$ cat config.mk
export PLATFORM = sky130hd
export DESIGN_NAME = memory_pattern_fill_check
export DESIGN_NICKNAME = d
export VERILOG_FILES = /design/src/hdl/mpfc_pkg.sv /design/src/hdl/mpfc_pattern_gen.sv /design/src/hdl/mpfc_error_capture.sv /design/src/hdl/memory_pattern_fill_check.sv
export SDC_FILE = /design/constraint.sdc
export NUM_CORES = 1
export LEC_CHECK = 0
export BUFFER_PORTS_ARGS = -buffer_cell sky130_fd_sc_hd__buf_4
export CORE_MARGIN = 2
export CORE_UTILIZATION = 48
export CTS_BUF_LIST = sky130_fd_sc_hd__clkbuf_4
export CTS_CLUSTER_DIAMETER = 120
export CTS_CLUSTER_SIZE = 10
export DETAILED_ROUTE_END_ITERATION = 6
export HOLD_SLACK_MARGIN = 0.03
export PLACE_DENSITY = 0.63
export SLEW_MARGIN = 5
export SYNTH_ARGS = -nofsm -noshare
export SYNTH_HDL_FRONTEND = slang
export SYNTH_HIERARCHICAL = 1
export SYNTH_SLANG_ARGS = --single-unit
$ cat constraint.sdc
create_clock -name clk -period 11.1 [get_ports clk]
set_input_delay 1.11 -clock clk [delete_from_list [all_inputs] [get_ports clk]]
set_output_delay 1.11 -clock clk [all_outputs]
set_load 0.03 [all_outputs]
$ cat src/hdl/mpfc_pkg.sv
`timescale 1ns / 1ps
// ----------------------------------------------------------------------------
// mpfc_pkg: shared types and constants for the memory pattern fill/check block
// Transaction payloads, pattern mode and operation codes, register indexes,
// and the pseudo-random sequence constants.
// ----------------------------------------------------------------------------
package mpfc_pkg;

  localparam int unsigned DataW = 32;
  localparam int unsigned RandW = 31;

  // LCG: next = (prev * mul + add) mod 2^31
  localparam logic [RandW-1:0] LcgMul = 31'd1103515245;
  localparam logic [RandW-1:0] LcgAdd = 31'd12345;

  typedef enum logic [1:0] {
    MODE_CONST  = 2'd0,
    MODE_ADDR   = 2'd1,
    MODE_RANDOM = 2'd2
  } mode_t;

  typedef enum logic {
    OP_FILL  = 1'b0,
    OP_CHECK = 1'b1
  } op_t;

  typedef enum logic {
    REG_PATTERN_MODE = 1'b0,
    REG_FILL_VALUE   = 1'b1
  } reg_index_t;

  typedef struct packed {
    logic             operation;
    logic [DataW-1:0] word_address;
    logic [DataW-1:0] read_data;
    logic             first_word;
    logic             last_word;
  } in_item_t;

  typedef struct packed {
    logic [DataW-1:0] pattern_word;
    logic             mismatch;
    logic             error_seen;
    logic [DataW-1:0] first_error_address;
    logic             run_done;
  } out_item_t;

  // per-word control shared by the pattern and capture units
  typedef struct packed {
    logic fire;        // word moves from input register to result register
    logic first_word;  // word opens a new run
  } step_ctl_t;

endpackage

$ cat src/hdl/mpfc_pattern_gen.sv
`timescale 1ns / 1ps
// ----------------------------------------------------------------------------
// mpfc_pattern_gen: pattern word generator
// Selects constant, address or pseudo-random data and holds the 31-bit
// sequence state, which advances only on words processed in random mode.
// ----------------------------------------------------------------------------
module mpfc_pattern_gen import mpfc_pkg::*; (
  input  logic             clk,
  input  logic             rst,
  input  step_ctl_t        ctl,
  input  logic [1:0]       pattern_mode,
  input  logic [DataW-1:0] fill_value,
  input  logic [DataW-1:0] word_address,
  output logic [DataW-1:0] pattern_word
);

  logic [RandW-1:0] random_value;
  logic [RandW-1:0] rand_base;
  logic [RandW-1:0] random_value_next;

  assign rand_base         = ctl.first_word ? '0 : random_value;
  // only the low 31 bits of the product matter
  assign random_value_next = RandW'(rand_base * LcgMul + LcgAdd);

  always_comb begin
    case (pattern_mode)
      MODE_ADDR:   pattern_word = word_address;
      MODE_RANDOM: pattern_word = {{(DataW-RandW){1'b0}}, random_value_next};
      default:     pattern_word = fill_value;
    endcase
  end

  always_ff @(posedge clk) begin
    if (rst) begin
      random_value <= '0;
    end else if (ctl.fire) begin
      if (pattern_mode == MODE_RANDOM) begin
        random_value <= random_value_next;
      end else if (ctl.first_word) begin
        random_value <= '0;
      end
    end
  end

endmodule

$ cat src/hdl/mpfc_error_capture.sv
`timescale 1ns / 1ps
// ----------------------------------------------------------------------------
// mpfc_error_capture: read data compare and first-error capture
// Flags a mismatch on check words and keeps a sticky error flag plus the
// address of the first failing word of the run.
// ----------------------------------------------------------------------------
module mpfc_error_capture import mpfc_pkg::*; (
  input  logic             clk,
  input  logic             rst,
  input  step_ctl_t        ctl,
  input  logic             operation,
  input  logic [DataW-1:0] word_address,
  input  logic [DataW-1:0] read_data,
  input  logic [DataW-1:0] pattern_word,
  output logic             mismatch,
  output logic             error_seen,
  output logic [DataW-1:0] first_error_address
);

  logic             error_flag;
  logic [DataW-1:0] error_address;
  logic             flag_base;
  logic [DataW-1:0] addr_base;
  logic             error_flag_next;
  logic [DataW-1:0] error_address_next;

  assign flag_base = ctl.first_word ? 1'b0 : error_flag;
  assign addr_base = ctl.first_word ? '0 : error_address;

  assign mismatch           = (operation == OP_CHECK) && (read_data != pattern_word);
  assign error_flag_next    = flag_base | mismatch;
  assign error_address_next = (!flag_base && mismatch) ? word_address : addr_base;

  assign error_seen          = error_flag_next;
  assign first_error_address = error_flag_next ? error_address_next : '0;

  always_ff @(posedge clk) begin
    if (rst) begin
      error_flag    <= 1'b0;
      error_address <= '0;
    end else if (ctl.fire) begin
      error_flag    <= error_flag_next;
      error_address <= error_address_next;
    end
  end

endmodule

$ cat src/hdl/memory_pattern_fill_check.sv
`timescale 1ns / 1ps
// ----------------------------------------------------------------------------
// memory_pattern_fill_check: memory test pattern generator and checker
// Produces fill data or checks read-back data for 32-bit memory words.
// ----------------------------------------------------------------------------
// Usage:
//   Input channel (in_valid/in_ready/in_data) carries one word per
//   transaction: operation, byte address, read-back data and run markers.
//   Output channel (out_valid/out_ready/out_data) returns one result per
//   word: pattern word, mismatch, sticky error flag, first error address
//   and run_done on the last word.
//   Configuration: cfg_write_en/cfg_index/cfg_write_data, written while idle.
//   Results are registered: the accepting edge loads the input register and
//   the word moves on to the result register when the output is not stalled.
//   Throughput: one word per cycle unless out_ready stalls the result; the LCG
//   multiply-add feeding its state register sets the cycle time.
//   Reset: clears both pipeline valids, the mode (constant), the fill value,
//   the random sequence state and the error capture.
//   Stall: while out_ready is low with a result held, the input register
//   holds its word and in_ready drops once it is occupied.
// ----------------------------------------------------------------------------
module memory_pattern_fill_check import mpfc_pkg::*; (
  input  logic             clk,
  input  logic             rst,
  input  logic             in_valid,
  output logic             in_ready,
  input  in_item_t         in_data,
  output logic             out_valid,
  input  logic             out_ready,
  output out_item_t        out_data,
  input  logic             cfg_write_en,
  input  logic             cfg_index,
  input  logic [DataW-1:0] cfg_write_data
);

  logic [1:0]       pattern_mode;
  logic [DataW-1:0] fill_value;

  logic             stage_valid;
  in_item_t         stage_item;
  logic             stage_advance;
  step_ctl_t        ctl;
  out_item_t        result;

  always_ff @(posedge clk) begin
    if (rst) begin
      pattern_mode <= MODE_CONST;
      fill_value   <= '0;
    end else if (cfg_write_en) begin
      case (reg_index_t'(cfg_index))
        REG_PATTERN_MODE: pattern_mode <= cfg_write_data[1:0];
        REG_FILL_VALUE:   fill_value   <= cfg_write_data;
        default:          ;
      endcase
    end
  end

  assign stage_advance = stage_valid && (!out_valid || out_ready);
  assign in_ready      = !stage_valid || stage_advance;

  always_ff @(posedge clk) begin
    if (rst) begin
      stage_valid <= 1'b0;
    end else if (in_ready) begin
      stage_valid <= in_valid;
    end
  end

  always_ff @(posedge clk) begin
    if (in_valid && in_ready) begin
      stage_item <= in_data;
    end
  end

  assign ctl.fire       = stage_advance;
  assign ctl.first_word = stage_item.first_word;

  mpfc_pattern_gen u_pattern_gen (
    .clk          (clk),
    .rst          (rst),
    .ctl          (ctl),
    .pattern_mode (pattern_mode),
    .fill_value   (fill_value),
    .word_address (stage_item.word_address),
    .pattern_word (result.pattern_word)
  );

  mpfc_error_capture u_error_capture (
    .clk                 (clk),
    .rst                 (rst),
    .ctl                 (ctl),
    .operation           (stage_item.operation),
    .word_address        (stage_item.word_address),
    .read_data           (stage_item.read_data),
    .pattern_word        (result.pattern_word),
    .mismatch            (result.mismatch),
    .error_seen          (result.error_seen),
    .first_error_address (result.first_error_address)
  );

  assign result.run_done = stage_item.last_word;

  always_ff @(posedge clk) begin
    if (rst) begin
      out_valid <= 1'b0;
    end else if (stage_advance) begin
      out_valid <= 1'b1;
    end else if (out_ready) begin
      out_valid <= 1'b0;
    end
  end

  always_ff @(posedge clk) begin
    if (stage_advance) begin
      out_data <= result;
    end
  end

  // a word waiting behind a stalled result must not be dropped
  a_stage_holds: assert property (@(posedge clk) disable iff (rst)
    stage_valid && !stage_advance |=> stage_valid)
    else $error("input register lost a word while stalled");

  a_miss_sets_error: assert property (@(posedge clk) disable iff (rst)
    out_valid && out_data.mismatch |-> out_data.error_seen)
    else $error("mismatch without sticky error flag");

  a_no_error_addr_zero: assert property (@(posedge clk) disable iff (rst)
    out_valid && !out_data.error_seen |-> out_data.first_error_address == '0)
    else $error("error address nonzero with no error seen");

  a_fill_no_miss: assert property (@(posedge clk) disable iff (rst)
    stage_advance && stage_item.operation == OP_FILL |=> !out_data.mismatch)
    else $error("mismatch flagged on a fill word");

  a_random_width: assert property (@(posedge clk) disable iff (rst)
    stage_advance && pattern_mode == MODE_RANDOM |=> !out_data.pattern_word[DataW-1])
    else $error("random pattern exceeds 31 bits");

endmodule

==> results.md, run 1 <==
* Final setup violation count at 0
* Global routing usage on met2 at 41.12%
* DPL Wire Length at ~40,000 µm
* I/O pin count at ~170
* WL per Instance at a little over 20 µm
* Setup repair bufs after CTS at 0
* CTS H-Tree Depth at 1
* Synth Net Count at ~2,200
* Router iterations before antenna repair at 5
* Max clock buf depth at 3
* Sink Count at between 200 and 250
* I/O Buffers at ~170
* Library cells used by synthesis at 60
* Die height at 198.6 µm
* Crit path capture type: flop
* Vias in the first global route at 13,130
* Max Slew Vio Count at 0
* Yosys reg bits at approximately 230
* Startpoint Class: flop
* Final worst setup slack at roughly 1.1 ns
* Rel. slew slack at about 30%
* Static leakage at 9.840 nW
* Vias per Instance at roughly 5.3
* CP delay by family, top: adder cells
* Total track usage at 25.98%
* Gpl congestion at about 0.95
* Clk slew on worst S/H paths at between 0.1 and 0.15 ns
* Worst stage delay on the critical path at ~0.70 ns
* PD cells at between 80 and 90 nW/µm²
* Post-cts resize count at 0
* Core area at 37,490 µm²
* Slowest-stage cell, CP: edfxtp_1
* Pin count of the biggest net entering global routing at 68
* Remaining Overflow, GRT at 0
* Status: completed
* DR iter-0 viols at 960
* Routed Antenna Nets at 0
* Skew-Pair Late Insertion Delay at between 0.7 and 0.8 ns
* CTS Hold Bufs at 0
* Max-cap violations at 0
* Synthesized instance count at 1,746
* Mapped cell area at 18,170 µm²
* Crit Path Max Fanout at 25
* CTS Root Cell: clkbuf_4
* Syn Area/Cell at approximately 10 µm²
* Post-route DRC violation count at 0
* Row count at 71
* Layout area overhead at 11.37%
* Slew @ Worst Pin at 1.055 ns
* Die W at 198.6 µm
* GR Layer Usage met3 at 4.205%
* Layer with the highest usage: met2
* Final wirelength at 50,170 µm
* Worst path buffer plus inverter count at 8
* GRT met1 Usage at between 30 and 40%
* Cells after DPL at ~2,400
* Synth warn at 6
* Starting Density at between 40% and 50%
* Fill cells at 3,470
* Worst Hold Class: flop to flop
* CTS buffer count at 27
* CTS tree: yes
* Max IR drop VDD at between 0.00008 and 0.00009 V
* First-pass GRT wire length at about 77,000 µm
* Critical Path RT at 11.65 ns
* Final hold vios at 0
* Post-synthesis sequential area ratio at 33.16%
* Tcrit/Tclk final at 89.94%
* Die Area at 39,430 µm²
* Top_reg_cell synth: edfxtp_1
* Setup tns final at 0 ns
* Post-synth EDFFs at approximately 130
* Async S/R FF share, synth at 0%
* Dpl ws at 1.275 ns
* Fraction of layout cells with a size suffix above 1 at 14.82%
* Critical path type: flop to flop
* Tmin final at ~10 ns
* Detailed-route via count at around 13,000
* Fmax at about 100 MHz
* Post-Layout Cell Count at 2,429
* Initial antenna violation count at 2
* Worst EP arrival at approximately 11 ns
* Final #Nets at between 2,000 and 2,500
* RSZ-0062 raised after global routing: no
* Fin Clk Skew at 0.09421 ns
logic make-up (layout without fill, tap and decap cells):
| kind of cell | count (synthesis) | after routing | synth area share [%] |
|---|---|---|---|
| compound gates | 289 | 289 | 11.87 |
| xor+xnor | 99 | 99 | 4.772 |
| fa+ha+maj | 360 | 360 | 31.77 |
| buf+inv | 456 | 626 | 10.12 |
| flops | 234 | 234 | 33.16 |
| mux | 8 | 8 | 0.4545 |
| other cells | 0 | 2 | 0 |
| simple gates | 300 | 300 | 7.850 |
report_power, final:
part | switching [mW] | internal, mW
sequential | 0.0245 | 0.961
clock | 0.296 | 0.190
combinational | 0.159 | 0.0968
sequential cells by signal, summed over array words and instances (netlist names):
signal / cells
out_data: 67
stage_item: 65
fill_value: 32
u_error_capture/error_address: 32
u_pattern_gen/random_value: 31
pattern_mode: 2
ctl: 1
out_valid: 1
result: 1
stage_valid: 1
u_error_capture/error_flag: 1
path summary, 6_finish.rpt:
check	from	end	slack, ns	cells past startpoint
max	ctl[0]	u_error_capture/error_address[19]	1.12	32
max reg2reg	ctl[0]	u_error_capture/error_address[19]	1.12	32
min reg2reg	result[0]	out_data[0]	0.45	0
min	result[0]	out_data[0]	0.45	0
layout by cell type (no fill, tap or decap), drive strengths merged, types with 4 or more instances in the layout:
cell type	netlist	layout
nor2b	25	25
inv	389	389
nor3	11	11
xnor2	56	56
o21a	5	5
dfxtp	100	100
a21oi	63	63
mux2i	6	6
clkbuf	38	47
a31oi	5	5
nand3	36	36
a32oi	11	11
nand2	113	113
and2	12	12
nor2	46	46
a22o	38	38
buf	29	188
ha	191	191
o21ai	70	70
nand2b	34	34
o21bai	5	5
edfxtp	134	134
nor4	8	8
a22oi	23	23
a21o	11	11
xor2	43	43
or2	5	5
a21bo	30	30
nand4	4	4
fa	169	169
a221oi	5	5
Yosys cell counts, types with 11 or more instances:
| cell type | count | area, µm² |
|---|---|---|
| nor2b_1 | 25 | 156.4 |
| buf_2 | 12 | 60.06 |
| and2_1 | 12 | 75.07 |
| nand2b_1 | 34 | 212.7 |
| xor2_1 | 43 | 376.6 |
| clkbuf_1 | 38 | 142.6 |
| fa_1 | 169 | 3383 |
| a22oi_1 | 23 | 172.7 |
| xnor2_1 | 56 | 490.5 |
| nor2_1 | 46 | 172.7 |
| nand3_1 | 36 | 180.2 |
| ha_1 | 191 | 2390 |
| a21oi_2 | 30 | 262.8 |
| a21o_1 | 11 | 82.58 |
| a32oi_1 | 11 | 96.34 |
| inv_1 | 389 | 1460 |
| nand2_1 | 113 | 424.2 |
| a22o_1 | 38 | 332.8 |
| edfxtp_1 | 134 | 4024 |
| a21oi_1 | 33 | 165.2 |
| o21ai_0 | 48 | 240.2 |
| dfxtp_1 | 100 | 2002 |
| o21ai_1 | 21 | 105.1 |
| a21bo_1 | 30 | 300.3 |
final cells by class:
cell class,count,area (µm²),area share [%]
clock inverters,2,16.27,0.08038
well taps,511,639.4,3.159
inverters,389,1460,7.215
diodes,2,5.005,0.02473
repair buffers,188,1411,6.974
multi-input cells,1056,10330,51.03
clock buffers,47,352.8,1.744
flip-flops and latches,234,6026,29.78
worst register-to-register path: cells and delay by family (launching register included):
family	cells	cell delay [ns]
xor+xnor	2	0.35
fa+ha+maj	9	4.11
simple gates	5	1.55
buf+inv	8	0.91
flops	1	0.70
compound gates	8	2.20
metrics by stage:
step | utilization [%] | instance area, µm² | hold WS (ns) | power [mW]
finish | 53.98 | 20240 | 0.4547 | 1.726
global route | 53.98 | 20240 | 0.4677 | 1.796
CTS | 53.97 | 20230 | 0.4614 | 1.733
detailed placement | 52.98 | 19860 | 0.4345 | 1.258
global placement | 52.98 | 19860 | 0.4011 | 1.255
floorplan | - | 18170 | 0.4003 | 1.154
metal layers:
metal	vias up	share of wire (%)
met3	78	6.3
met4	0	2.8
met1	6289	45
li1	5979	-
met5	-	0
met2	412	46
Power figures use the tool's default switching activity.
==> inputs of run 2 (changes only) <==
CORE_UTILIZATION = 50   (was 48)
PLACE_DENSITY = 0.65   (was 0.63)
==> results.md, run 2 (same netlist as run 1, synthesis figures left out) <==
* Vias in the first global route at 13,130 (-0.023%)
* Clk slew on worst S/H paths at 0.12 ns (about the same)
* R2r setup slk at 1.27 ns (+0.15 ns)
* Max FFs per register at 67 (unchanged)
* Max clock buf depth at 3 (unchanged)
* Die Area at 37,880 µm² (-3.9%)
* WL per Instance at 20.99 µm (+1.6%)
* Commonest non-fill, non-tap cell in the layout: inv_1
* Slew @ Worst Pin at 1.307 ns (+0.2529 ns)
* Worst flop-to-flop path endpoint: out_data[21]
* Fill cells at 3,137 (-9.6%)
* Worst Hold Class: flop to flop
* Crit Path Max Fanout at 25 (unchanged)
* DR iter-0 viols at 850 (-11%)
* Clk pwr share at 27.5% (-0.6 points)
* Post-route DRC violation count at 0 (unchanged)
* Vias per Instance at 5.394 (+2.7%)
* CTS Hold Bufs at 0 (unchanged)
* Sink Count at 234 (unchanged)
* RSZ-0062 raised after global routing: no
* Pin count of the biggest net entering global routing at 77 (+13%)
* Hold Path Sink: out_data[0]
* Status: completed
* Worst hold slack at 0.4383 ns (-0.01640 ns)
* PD cells at 85.03 nW/µm² (-0.33%)
* Max-cap violations at 0 (unchanged)
* Critical Path RT at 11.49 ns (-0.16 ns)
* Setup tns final at 0 ns (unchanged)
* Detailed-route via count at 12,830 (+0.54%)
* CTS Root Cell: clkbuf_4
* Share of power burned in registers at 57.5% (+0.4 points)
* Final wirelength at 49,920 µm (-0.49%)
* Tmin final at 9.832 ns (-0.1512 ns)
* Fin Clk Skew at 0.04255 ns (-0.05166 ns)
* Slowest-stage cell, CP: edfxtp_1
* First-pass GRT wire length at 76,720 µm (+0.15%)
* Remaining Overflow, GRT at 0 (unchanged)
* FF-to-FF path depth at 30 (-6.3%)
* Router iterations before antenna repair at 7 (+2)
* Fmax at 101.7 MHz (+1.5%)
* Setup repair bufs after CTS at 0 (unchanged)
* Largest registers: out_data x67, stage_item x65
* CTS buffer count at 27 (unchanged)
* Layout area overhead at 10.93%
* Worst stage delay on the critical path at 0.72 ns (+0.02 ns)
* Min-Delay Path Depth at 0 (unchanged)
* Die W at 194.6 µm (-2.0%)
* Rel. slew slack at 12.66% (-17 points)
* R2R Path Start: ctl[0]
* I/O pin count at 174 (unchanged)
* I/O Buffers at 173 (unchanged)
* CTS H-Tree Depth at 1 (unchanged)
* Static leakage at 9.834 nW (about the same)
* Die height at 194.6 µm (-2.0%)
* Skew-Pair Late Insertion Delay at 0.68 ns (-0.05 ns)
* Tcrit/Tclk final at 88.58% (-1.4 points)
* Max IR drop VDD at 0.00009826 V (+22%)
* Switching power at 0.4742 mW (-0.99%)
* Core area at 35,660 µm² (-4.9%)
* Startpoint Class: flop
* Final setup violation count at 0 (unchanged)
* Routed Antenna Nets at 0 (unchanged)
* Row count at 69 (-2.8%)
* Post-cts resize count at 0 (unchanged)
* DPL Wire Length at 39,770 µm (-1.5%)
* Total track usage at 26.65% (+0.67 points)
* Comb pwr share at 15.0% (+0.2 points)
* Crit path capture type: flop
* Int Power at 1.240 mW (-0.61%)
* Fraction of layout cells with a size suffix above 1 at 14.73% (-0.089 points)
* Final #Nets at 2,361 (unchanged)
* Gpl congestion at 0.9369 (-0.86%)
* CTS tree: yes
* Critical path type: flop to flop
* Hold Path Origin: result[0]
* Reg with most FFs: out_data
* Worst EP arrival at 10.22 ns (-0.31 ns)
* Most frequent cells in the layout: 389 x inv_1, 191 x ha_1, 188 x buf_4
* Switch share at 27.67% (-0.077 points)
* Final hold vios at 0 (unchanged)
* Max Slew Vio Count at 0 (unchanged)
* Initial antenna violation count at 3 (+1)
* Starting Density at 50.96% (+2.5 points)
==> run 2: cell count changes in the layout (fill, tap and decap cells not counted) <==
cell,before,now
inv_2,0,1
clkbuf_4,47,45
diode_2,2,3
clkinvlp_4,1,0
==> run 2: worst max path at each step <==
| stage | start | end | slack [ns] | cells after the start |
|---|---|---|---|---|
| finish | ctl[0] | out_data[21] | 1.27 | 30 |
| floorplan | ctl[0] | out_data[10] | 2.67 | 33 |
| detailed placement | ctl[0] | out_data[9] | 1.39 | 30 |
| global placement | ctl[0] | out_data[13] | 1.52 | 30 |
| CTS | ctl[0] | out_data[9] | 1.39 | 30 |
| global route | ctl[0] | out_data[10] | 0.85 | 29 |
==> run 2: cell type report <==
cell class                 count  area (µm²)  share of cell area (%)
multi-input combinational   1056       10330                   51.23
clock buffer                  45       337.8                   1.676
inverter                     389        1460                   7.243
antenna                        3       7.507                 0.03724
sequential                   234        6026                   29.89
tap                          461       576.8                   2.861
clock inverter                 2       12.51                 0.06207
timing repair buffer         188        1411                   7.001
==> run 2: worst max-delay path: cells and delay by family, from the launching register on <==
family | cells | cell delay [ns]
fa+ha+maj | 9 | 4.08
compound gates | 7 | 1.81
simple gates | 5 | 1.75
flops | 1 | 0.72
buf+inv | 7 | 0.67
xor+xnor | 2 | 0.54
==> run 2: power groups by stage <==
| stage | clock network [mW] | registers [mW] | logic [mW] |
|---|---|---|---|
| 6_report | 0.472 | 0.986 | 0.256 |
| 3_5_place_dp | 0 | 1.00 | 0.254 |
| 3_3_place_gp | 0 | 1.01 | 0.251 |
| 2_1_floorplan | 0 | 1.02 | 0.136 |
| 4_1_cts | 0.482 | 0.986 | 0.255 |
| 5_1_grt | 0.519 | 0.990 | 0.277 |
==> run 2: stage by stage <==
| stage | utilization [%] | setup WS (ns) | instance area, µm² | power [mW] | instances |
|---|---|---|---|---|---|
| 6_report | 56.54 | 1.268 | 20160 | 1.714 | 2378 |
| 3_3_place_gp | 55.53 | 1.516 | 19800 | 1.256 | 2328 |
| 5_1_grt | 56.54 | 0.8477 | 20160 | 1.785 | 2378 |
| 4_1_cts | 56.51 | 1.386 | 20150 | 1.723 | 2375 |
| 3_5_place_dp | 55.53 | 1.389 | 19800 | 1.259 | 2328 |
| 2_1_floorplan | - | 2.668 | 18170 | 1.154 | 1746 |
==> run 2: per-layer routing <==
layer / vias up / track usage [%] / wire length [µm]
li1: 5970 / - / -
met1: 6308 / 37.54 / 22060
met2: 465 / 42.90 / 23230
met3: 84 / 3.575 / 2947
met4: 0 / 8.376 / 1680
met5: - / 0 / 0
==> inputs of run 3 (changes only) <==
CORE_ASPECT_RATIO = 0.9   (was default)
MAX_ROUTING_LAYER = met4   (was default)
==> results.md, run 3 (same netlist as run 1, synthesis figures left out) <==
* Most frequent cells in the layout: 389 x inv_1, 191 x ha_1, 188 x buf_4
* Vias in the first global route at 13,320 (+1.4%)
* Die W at 205.0 µm (+5.3%)
* Die Area at 37,890 µm² (about the same)
* Fraction of layout cells with a size suffix above 1 at 14.82% (+0.089 points)
* Setup tns final at 0 ns (unchanged)
* Initial antenna violation count at 3 (unchanged)
* Total track usage at 28.81% (+2.2 points)
* Worst stage delay on the critical path at 0.69 ns (-0.03 ns)
* Layout area overhead at 11.15%
* Post-cts resize count at 0 (unchanged)
* CTS tree: yes
* Final hold vios at 0 (unchanged)
* Max Slew Vio Count at 0 (unchanged)
* Routed Antenna Nets at 0 (unchanged)
* Post-route design area at 20,200 µm² (+0.20%)
* Core Util, Final at 56.10% (-0.44 points)
* DR WL met2 at 23,040 µm (-0.83%)
* CTS buffer count at 27 (unchanged)
* Clk slew on worst S/H paths at 0.15 ns (+0.03 ns)
* RSZ-0062 raised after global routing: no
* Starting Density at 50.47% (-0.49 points)
* I/O Buffers at 173 (unchanged)
* Tmin final at 10.06 ns (+0.2256 ns)
* Fin Clk Skew at 0.06620 ns (+0.02365 ns)
* DPL Wire Length at 42,000 µm (+5.6%)
* Tcrit/Tclk final at 90.61% (+2.0 points)
* Die height at 184.9 µm (-5.0%)
* Crit path capture type: flop
* Slowest-stage cell, CP: nor2b_1
* CTS Root Cell: clkbuf_4
* Uppermost layer routed: met4
* Fill cells at 3,211 (+2.4%)
* Dpl ws at 1.116 ns (-0.2728 ns)
* Final wirelength at 51,660 µm (+3.5%)
* Crit Path Max Fanout at 25 (unchanged)
* Commonest non-fill, non-tap cell in the layout: inv_1
* Switching power at 0.4815 mW (+1.5%)
* Max clock buf depth at 3 (unchanged)
* Max-cap violations at 0 (unchanged)
* I/O pin count at 174 (unchanged)
* Status: completed
* Rel. slew slack at 27.65% (+15 points)
* WL per Instance at 21.56 µm (+2.7%)
* Startpoint Class: flop
* Worst path buffer plus inverter count at 8 (+1)
* Int Power at 1.251 mW (+0.88%)
* Critical Path RT at 11.56 ns (+0.07 ns)
* Slew @ Worst Pin at 1.083 ns (-0.2243 ns)
* Sink Count at 234 (unchanged)
* Final worst setup slack at 1.042 ns (-0.2256 ns)
* Gpl congestion at 0.9965 (+6.4%)
* Post-DP Area at 19,820 µm² (about the same)
* Vias per Instance at 5.369 (-0.46%)
* Router iterations before antenna repair at 7 (unchanged)
* Post-route DRC violation count at 0 (unchanged)
* Comb pwr share at 14.7% (-0.3 points)
* Clk pwr share at 28.4% (+0.9 points)
* Skew-Pair Late Insertion Delay at 0.74 ns (+0.06 ns)
* CTS H-Tree Depth at 1 (unchanged)
* Fmax at 99.42 MHz (-2.2%)
* Wl on met1 at 23,850 µm (+8.1%)
* DR iter-0 viols at 1,005 (+18%)
* Detailed-route via count at 12,870 (+0.30%)
* Final setup violation count at 0 (unchanged)
* CTS Hold Bufs at 0 (unchanged)
* CP delay by family, top: adder cells
* Static leakage at 9.844 nW (+0.10%)
* Reg with most FFs: out_data
* Largest registers: out_data x67, stage_item x65
* Worst Hold Class: flop to flop
* Max IR drop VDD at 0.00007114 V (-28%)
* Share of power burned in registers at 56.9% (-0.6 points)
* Setup repair bufs after CTS at 0 (unchanged)
* Core area at 36,000 µm² (+0.98%)
* Critical path type: flop to flop
* Max FFs per register at 67 (unchanged)
* Pin count of the biggest net entering global routing at 78 (+1.3%)
* Final #Nets at 2,361 (unchanged)
* Routed met3 length at 3517 µm (+19%)
* First-pass GRT wire length at 78,580 µm (+2.4%)
* Switch share at 27.80% (+0.13 points)
* PD cells at 85.76 nW/µm² (+0.86%)
* Worst hold slack at 0.4431 ns (+0.004814 ns)
* Remaining Overflow, GRT at 0 (unchanged)
* Worst EP arrival at 10.51 ns (+0.29 ns)
* Row count at 66 (-4.3%)
-- run 3: changes by cell type in the layout (fill, tap and decap cells not counted), sizes merged --
cell / before / now
clkbuf: 45 / 48
inv: 390 / 389
diode: 3 / 4
-- run 3: power by group through the flow --
stage               logic [mW]  clock network [mW]  registers, mW
floorplan                0.136                   0           1.02
global placement         0.251                   0           1.00
detailed placement       0.253                   0           1.00
CTS                      0.255               0.496          0.986
global route             0.277               0.531          0.990
finish                   0.255               0.491          0.986
-- run 3: metal layers --
layer  track usage, %  vias up
li1                 -     5980
met1            40.73     6384
met2            42.73      433
met4            6.935        0
met3            5.806       68
met5                -        -
-- run 3: worst register-to-register path: cells and delay by family, from the launching register on --
kind	cells	cell delay, ns
AO/OA/AOI/OAI	8	2.04
XOR/XNOR	2	0.50
adder cells (fa/ha/maj)	9	4.20
buffers and inverters	8	0.93
flip-flops	1	0.54
AND/OR/NAND/NOR	4	1.54
-- run 3: layout make-up --
| type | count | area [µm²] | area share, % |
|---|---|---|---|
| flip-flops and latches | 234 | 6026 | 29.83 |
| clock buffers | 48 | 360.3 | 1.784 |
| clock inverters | 1 | 8.758 | 0.04336 |
| multi-input cells | 1056 | 10330 | 51.12 |
| inverters | 389 | 1460 | 7.229 |
| diodes | 4 | 10.01 | 0.04956 |
| well taps | 476 | 595.6 | 2.949 |
| repair buffers | 188 | 1411 | 6.988 |
-- run 3: path summary, 6_finish.rpt --
path | start | end | slack (ns) | cells after the start
max | ctl[0] | out_data[10] | 1.04 | 31
min | result[0] | out_data[0] | 0.44 | 0
max reg2reg | ctl[0] | out_data[10] | 1.04 | 31
min reg2reg | result[0] | out_data[0] | 0.44 | 0
-- run 3: metrics by stage --
step	power [mW]	cells
after global placement	1.256	2343
after global routing	1.798	2395
after CTS	1.737	2392
final	1.732	2396
after floorplan	1.154	1746
after detailed placement	1.258	2343
